**config.mk**
```make
export PLATFORM = sky130hd
export DESIGN_NAME = cset_totals
export DESIGN_NICKNAME = d
export VERILOG_FILES = /design/src/rtl/call_stack_exclusive_time_assert.svh /design/src/rtl/cset_pkg.sv /design/src/rtl/cset_totals.sv
export SDC_FILE = /design/constraint.sdc
export NUM_CORES = 2
export LEC_CHECK = 0
export BUFFER_PORTS_ARGS = -buffer_cell sky130_fd_sc_hd__buf_2
export CORE_UTILIZATION = 45
export CTS_CLUSTER_DIAMETER = 40
export CTS_CLUSTER_SIZE = 25
export DETAILED_ROUTE_END_ITERATION = 10
export PLACE_DENSITY = 0.71
export SLEW_MARGIN = 5
export SYNTH_ARGS = -nofsm -noshare
export SYNTH_HDL_FRONTEND = slang
export SYNTH_SLANG_ARGS = --single-unit
```
**constraint.sdc**
```tcl
create_clock -name i_clk -period 13.1 [get_ports i_clk]
set_clock_uncertainty 0.2 [all_clocks]
set_input_delay 3.93 -clock i_clk [delete_from_list [all_inputs] [get_ports i_clk]]
set_output_delay 3.93 -clock i_clk [all_outputs]
set_load 0.1 [all_outputs]
```
**src/rtl/call_stack_exclusive_time_assert.svh**
```systemverilog
`ifndef CALL_STACK_EXCLUSIVE_TIME_ASSERT_SVH
`define CALL_STACK_EXCLUSIVE_TIME_ASSERT_SVH

// same-cycle implication, checked outside reset
`define CSET_ASSERT_IMPL(lbl, pre, post) \
    lbl: assert property (@(posedge i_clk) disable iff (!i_rst_n) (pre) |-> (post)) \
        else $error("cset assertion failed");

// next-cycle implication, checked outside reset
`define CSET_ASSERT_NEXT(lbl, pre, post) \
    lbl: assert property (@(posedge i_clk) disable iff (!i_rst_n) (pre) |=> (post)) \
        else $error("cset assertion failed");

`endif

```
**src/rtl/cset_pkg.sv**
```systemverilog
package cset_pkg;

    localparam int NUM_FUNCS_DEF   = 64;
    localparam int STACK_DEPTH_DEF = 64;

    localparam int ID_W    = 6;
    localparam int TS_W    = 32;
    localparam int CHILD_W = 33;
    localparam int LVL_W   = 7;
    localparam int MODE_W  = 2;
    localparam int STAT_W  = 2;

    typedef enum logic [MODE_W-1:0] {
        MODE_START = 2'd0,
        MODE_END   = 2'd1,
        MODE_READ  = 2'd2
    } t_mode;

    typedef enum logic [STAT_W-1:0] {
        ST_OK    = 2'd0,
        ST_FULL  = 2'd1,
        ST_EMPTY = 2'd2,
        ST_LATE  = 2'd3
    } t_status;

    typedef struct packed {
        logic [TS_W-1:0]    ts;
        logic [CHILD_W-1:0] child;
    } t_frame;

    typedef struct packed {
        logic en;
        logic push;
        logic pop;
        logic credit;
    } t_stk_ctl;

    typedef struct packed {
        logic            en;
        logic [ID_W-1:0] id;
        logic [TS_W-1:0] data;
    } t_tot_wr;

endpackage

```
**src/rtl/cset_totals.sv**
```systemverilog
module cset_totals
    import cset_pkg::*;
#(
    parameter int NUM_FUNCS = NUM_FUNCS_DEF
) (
    input  logic            i_clk,
    input  logic            i_rst_n,
    input  logic            i_rd_en,
    input  logic [ID_W-1:0] i_rd_id,
    input  t_tot_wr         i_wr,
    output logic [TS_W-1:0] o_rd_data
);

    localparam int FIDX_W = $clog2(NUM_FUNCS);

    logic [TS_W-1:0]      r_mem [NUM_FUNCS];
    logic [NUM_FUNCS-1:0] r_vld;
    logic [TS_W-1:0]      r_rd_data;

    logic [FIDX_W-1:0]    w_rd_idx;
    logic [FIDX_W-1:0]    w_wr_idx;

    assign w_rd_idx = FIDX_W'(i_rd_id);
    assign w_wr_idx = FIDX_W'(i_wr.id);

    // an entry never written since reset reads as zero
    always_ff @(posedge i_clk) begin
        if (!i_rst_n) begin
            r_vld <= '0;
        end else if (i_wr.en) begin
            r_vld[w_wr_idx] <= 1'b1;
        end
    end

    always_ff @(posedge i_clk) begin
        if (i_wr.en) begin
            r_mem[w_wr_idx] <= i_wr.data;
        end
        if (i_rd_en) begin
            if (i_wr.en && (i_wr.id == i_rd_id)) begin
                r_rd_data <= i_wr.data;
            end else if (r_vld[w_rd_idx]) begin
                r_rd_data <= r_mem[w_rd_idx];
            end else begin
                r_rd_data <= '0;
            end
        end
    end

    assign o_rd_data = r_rd_data;

endmodule
```
# Yosys cells after proc, flatten, opt, wreduce, memory -nomap -nowiden
# Memory sizes are Yosys's and may differ from the RTL's.
# Cells that the tools add are included.
[classes]
bitwise_logic = 1
eq_ne = 1
order_cmp = 3
mux = 8
reduce_logical = 2
[op_table]
columns = ["operator", "count"]
rows = [
  ["$mux W32", 2],
  ["$or A64 B64 Y64", 1],
  ["$lt A6 B7 Y1 const B", 2],
  ["$bmux W1 S6", 1],
  ["$demux W1 S6", 1],
  ["$eq A6 B6 Y1", 1],
  ["$ge A6 B1 Y1 const B", 1],
  ["$mux W1", 4],
  ["$logic_and A1 B1 Y1", 2],
]
[totals]
out_inout_bits = 32
reg_bits = 96
mem_count = 1
ramBits = 2048
elab_cells = 18
[memory_table]
columns = ["name", "words", "width", "rd", "rd_clocked_by_memory_dff", "write_ports", "line_no", "source"]
rows = [
  ["r_mem", 64, 32, 1, 0, 1, "cset_totals.sv:16", "logic [TS_W-1:0] r_mem [NUM_FUNCS];"],
]

# Depth between registers and ports, before layout
[depth]
depth_word = 5
ltp_mapped = 12
mapped_depth_nobuf = 6

# Worst setup path before layout
# No wires, ideal clock.
[synth_path]
path_kind = "input to register"
startpoint = "input i_wr[38] (netlist name)"
endpoint = "memory r_mem[40][0], enable pin"
path_slack_ps = 5532
arrival_time_ps = 6905
required_time_ps = 12437
path_stages = 4
cell_sequence = "clkbuf_1 nor2b_1 nand3_1 nor3_1"
[synth_between]
elab_chain_len = 2
[synth_rtl]
columns = ["item", "line_no", "source"]
rows = [
  ["from (decl)", "cset_totals.sv:10", "input t_tot_wr i_wr,"],
  ["$mux W1", "cset_totals.sv:36", "if (i_wr.en) begin"],
  ["$mux W1 (not written as such)", "cset_totals.sv:37", "r_mem[w_wr_idx] <= i_wr.data;"],
  ["to (decl)", "cset_totals.sv:16", ""],
]
# Every way passes these cells.

# Worst setup path after layout
[layout_path]
startpoint = "input i_rd_id[1]"
endpoint = "register r_rd_data[7], in the netlist o_rd_data[7] (data pin)"
[layout_between]
elab_chain_len = 4
[layout_rtl]
columns = ["item", "line_no", "source"]
rows = [
  ["from (decl)", "cset_totals.sv:9", "input logic [ID_W-1:0] i_rd_id,"],
  ["$bmux W1 S6", "cset_totals.sv:42", "end else if (r_vld[w_rd_idx]) begin"],
  ["$mux W1 (not written as such)", "cset_totals.sv:42", ""],
  ["$mux W32", "cset_totals.sv:42", ""],
  ["$mux W32 *", "cset_totals.sv:40", "if (i_wr.en && (i_wr.id == i_rd_id)) begin"],
  ["to (signal assigned)", "cset_totals.sv:41", "r_rd_data <= i_wr.data;"],
  ["to (signal assigned)", "cset_totals.sv:43", "r_rd_data <= r_mem[w_rd_idx];"],
  ["to (decl)", "cset_totals.sv:18", "logic [TS_W-1:0] r_rd_data;"],
]
# Every way passes the cells marked *; elsewhere a longest branch is shown, timed or not. The select of a mux whose other input is x is not followed.
# A chain may end at the register's enable or synchronous reset.

==> flow_summary.yaml <==
setup_path:
  crit_path_top_delay_cell: "buf_12"
  path_class: "in -> reg"
  path_cells: "buf_8, buf_12, nand2b_4, buf_4, buf_4, o22ai_1, nor3_1, nor3_1, nor4_1, o31ai_1"
  cp.required_ps: 13450
  crit_path_max_fanout: 112
  critPathMaxStageDelay_ps: 680
  worstPathArrival_ps: 8030
  cp-end-kind: "flop"
  cp-start-kind: "primary input"
  path_delay_family: "buffers and inverters"
  worst-path-buf-inv: 4
global_route:
  grt_util_met1: 0.3249
  gr-total-overflow: 0
  grt_busiest_layer: "met2"
  track_usage: 0.2352
  grt_pass1_vias: 41830
  grtUsageMet3: 0.04514
  grt_pass1_wl_um: 310300
  antenna_found_initial: 8
  gr-usage-met2: 0.3754
  grt_max_degree: 113
floorplan:
  start_util: 0.4531
  num_rows: 157
  die_h_um: 431.6
  dieArea_mm2: 0.1863
  ios: 80
  die_x_um: 431.6
  core_area_mm2: 0.1833
routing:
  wl_per_cell_um: 32.05
  drt_wl_total_um: 221200
  detail-route-antenna-nets: 0
  viasPerCell: 6.290
  drc_errors: 0
  dr.pass1.iters: 5
  drt_iter0_drc: 6483
  vias: 43404
power:
  netSwitchingFraction: 0.2319
  pwr-share-clk: 0.399
  seq_power_share: 0.546
  combPwrFrac: 0.056
  power.total_w: 0.01391
  p_int_w: 0.01068
  vdd_drop_max_mv: 0.1237
  p_per_area_mw_per_mm2: 149.9
  power_switching_w: 0.003225
  p_leak_nw: 29.54
synthesis:
  synth_commonest_cells: "edfxtp_1 (2,080), mux2i_1 (375), mux4_2 (349), nand2_1 (142), nor2_1 (118)"
  avgSynthCellArea_um2: 20.02
  syn-cell-area_mm2: 0.08304
  ys_ff_latch: 2144
  synth.top_cell.area_share: 0.7522
  yosysMostFrequentCell: "edfxtp_1"
  synth_area_leaders: "edfxtp_1 (75%), mux4_2 (9.5%), mux2i_1 (4.5%), dfxtp_1 (1.5%), a22oi_1 (0.75%)"
  syn-num-nets: 4195
  synth_cells: 4147
  ys.flop_type: "edfxtp_1"
  yosysTopAreaCell: "edfxtp_1"
  synthArstFlopShare: 0
  yosysSeqAreaShare: 0.7676
  synth_edf_count: 2080
  ys_warn_count: 0
  synth.distinct_cells: 59
clock_tree:
  cts_setup_buffers: 0
  ctsHoldBuffers: 0
  insertion_delay_ps: 830
  cts_buffer_depth: 3
  cts_tree: "built"
  clkSlewWorstSetupHoldPaths_ps: 80
  cts_resized: 0
  htree_levels: 4
  cts.sinks: 2144
  root_buffer: "clkbuf_16"
  numCtsBuffers: 171
timing:
  hold_violations: 0
  fin_crit_ps: 7674
  period_share: 0.5858
  tns_ps: 0
  clock.fmax_mhz: 130.3
  drv_slew: 0
  worst_slew_pin_slew_ps: 1316
  rsz0062_at_grt: "no"
  relSlewSlack: 0.1113
  setup_violations: 0
finish:
  design_area_mm2: 0.09276
  fill_cells: 14220
  fin_nets: 4332
  finalNonFillerCells: 6901
  synthToLayoutAreaGrowth_pct: 11.70
  final_util: 0.5061
  drive_gt1_frac: 0.2152
hold_path:
  hold_class: "reg -> reg"
placement:
  place.gp.congestion: 0.8207
  dp_cells: 6575
  hpwl_um: 117900
  portBuffers: 79
  placed_cell_area_mm2: 0.08662
status:
  outcome: "finished clean"
job:
  maxCapViolations: 0
==> final timing paths <==
check,startpoint,to,slack [ps],cells past startpoint
worst min-delay path,r_vld[42],r_vld[42],270,1
worst max register to register,r_mem[16][0],o_rd_data[0],10210,5
worst max-delay path,i_rd_id[1],o_rd_data[7],5430,10
worst min register to register,r_vld[42],r_vld[42],270,1
==> power groups by stage <==
| stage | clock (W) | sequential (W) | combinational (W) |
|---|---|---|---|
| 3_5_place_dp | 0 | 0.00775 | 0.000766 |
| 5_1_grt | 0.00582 | 0.00759 | 0.000809 |
| 6_report | 0.00554 | 0.00759 | 0.000776 |
| 2_1_floorplan | 0 | 0.00779 | 0.000403 |
| 3_3_place_gp | 0 | 0.00774 | 0.000754 |
| 4_1_cts | 0.00558 | 0.00759 | 0.000768 |
==> flip-flops by register name, indices dropped and copies added (netlist names) <==
signal / flops
r_vld: 64
r_mem: 2048
o_rd_data: 32
==> cell usage in the layout (no fill, tap or decap), types with 16 or more instances in the layout <==
cell type / n
nor2b_1: 16
nor2_4: 60
nor3_1: 54
o31ai_1: 19
clkbuf_16: 178
a211oi_1: 36
o221ai_1: 43
a21oi_1: 62
dfxtp_1: 64
clkinv_8: 20
nor2_1: 57
mux4_2: 349
a31oi_1: 25
nand3_1: 77
buf_4: 133
inv_8: 19
o22ai_1: 62
nand2_1: 141
edfxtp_1: 2080
a22oi_1: 83
o211ai_1: 17
buf_2: 73
inv_6: 42
o21ai_0: 71
o21a_1: 64
mux2i_1: 375
==> routing by layer <==
layer | wire length, um | up-vias
li1 | - | 17456
met1 | 83430 | 22794
met2 | 105800 | 2735
met3 | 23870 | 409
met4 | 7993 | 10
met5 | 62 | -
==> per-stage QoR <==
| stage | setup slack (ps) | hold WS (ps) |
|---|---|---|
| floorplan | 5532 | 232.4 |
| global placement | 4603 | 238.5 |
| detailed placement | 4661 | 248.3 |
| CTS | 5545 | 266.6 |
| global route | 5376 | 275.7 |
| finish | 5426 | 266.2 |
==> cell families (layout without fill, tap and decap cells) <==
family,count (synthesis),in the layout,synth area share
AO/OA/AOI/OAI,543,543,0.04526
other,0,4,0
flip-flops,2144,2144,0.7676
multiplexers,743,743,0.1435
AND/OR/NAND/NOR,459,459,0.02477
XOR/XNOR,6,6,0.0006330
buffers and inverters,252,538,0.01822
==> layout make-up <==
cell class | count | area [um^2] | area share
Tap cell | 2464 | 3083 | 0.03324
Clock inverter | 136 | 1640 | 0.01768
Clock buffer | 186 | 4484 | 0.04834
Multi-Input combinational cell | 1751 | 18290 | 0.1972
Antenna cell | 4 | 10.01 | 0.0001079
Timing Repair Buffer | 213 | 1489 | 0.01605
Inverter | 3 | 15.01 | 0.0001619
Sequential cell | 2144 | 63740 | 0.6872
Note: power is estimated with default switching activity, not from simulation.
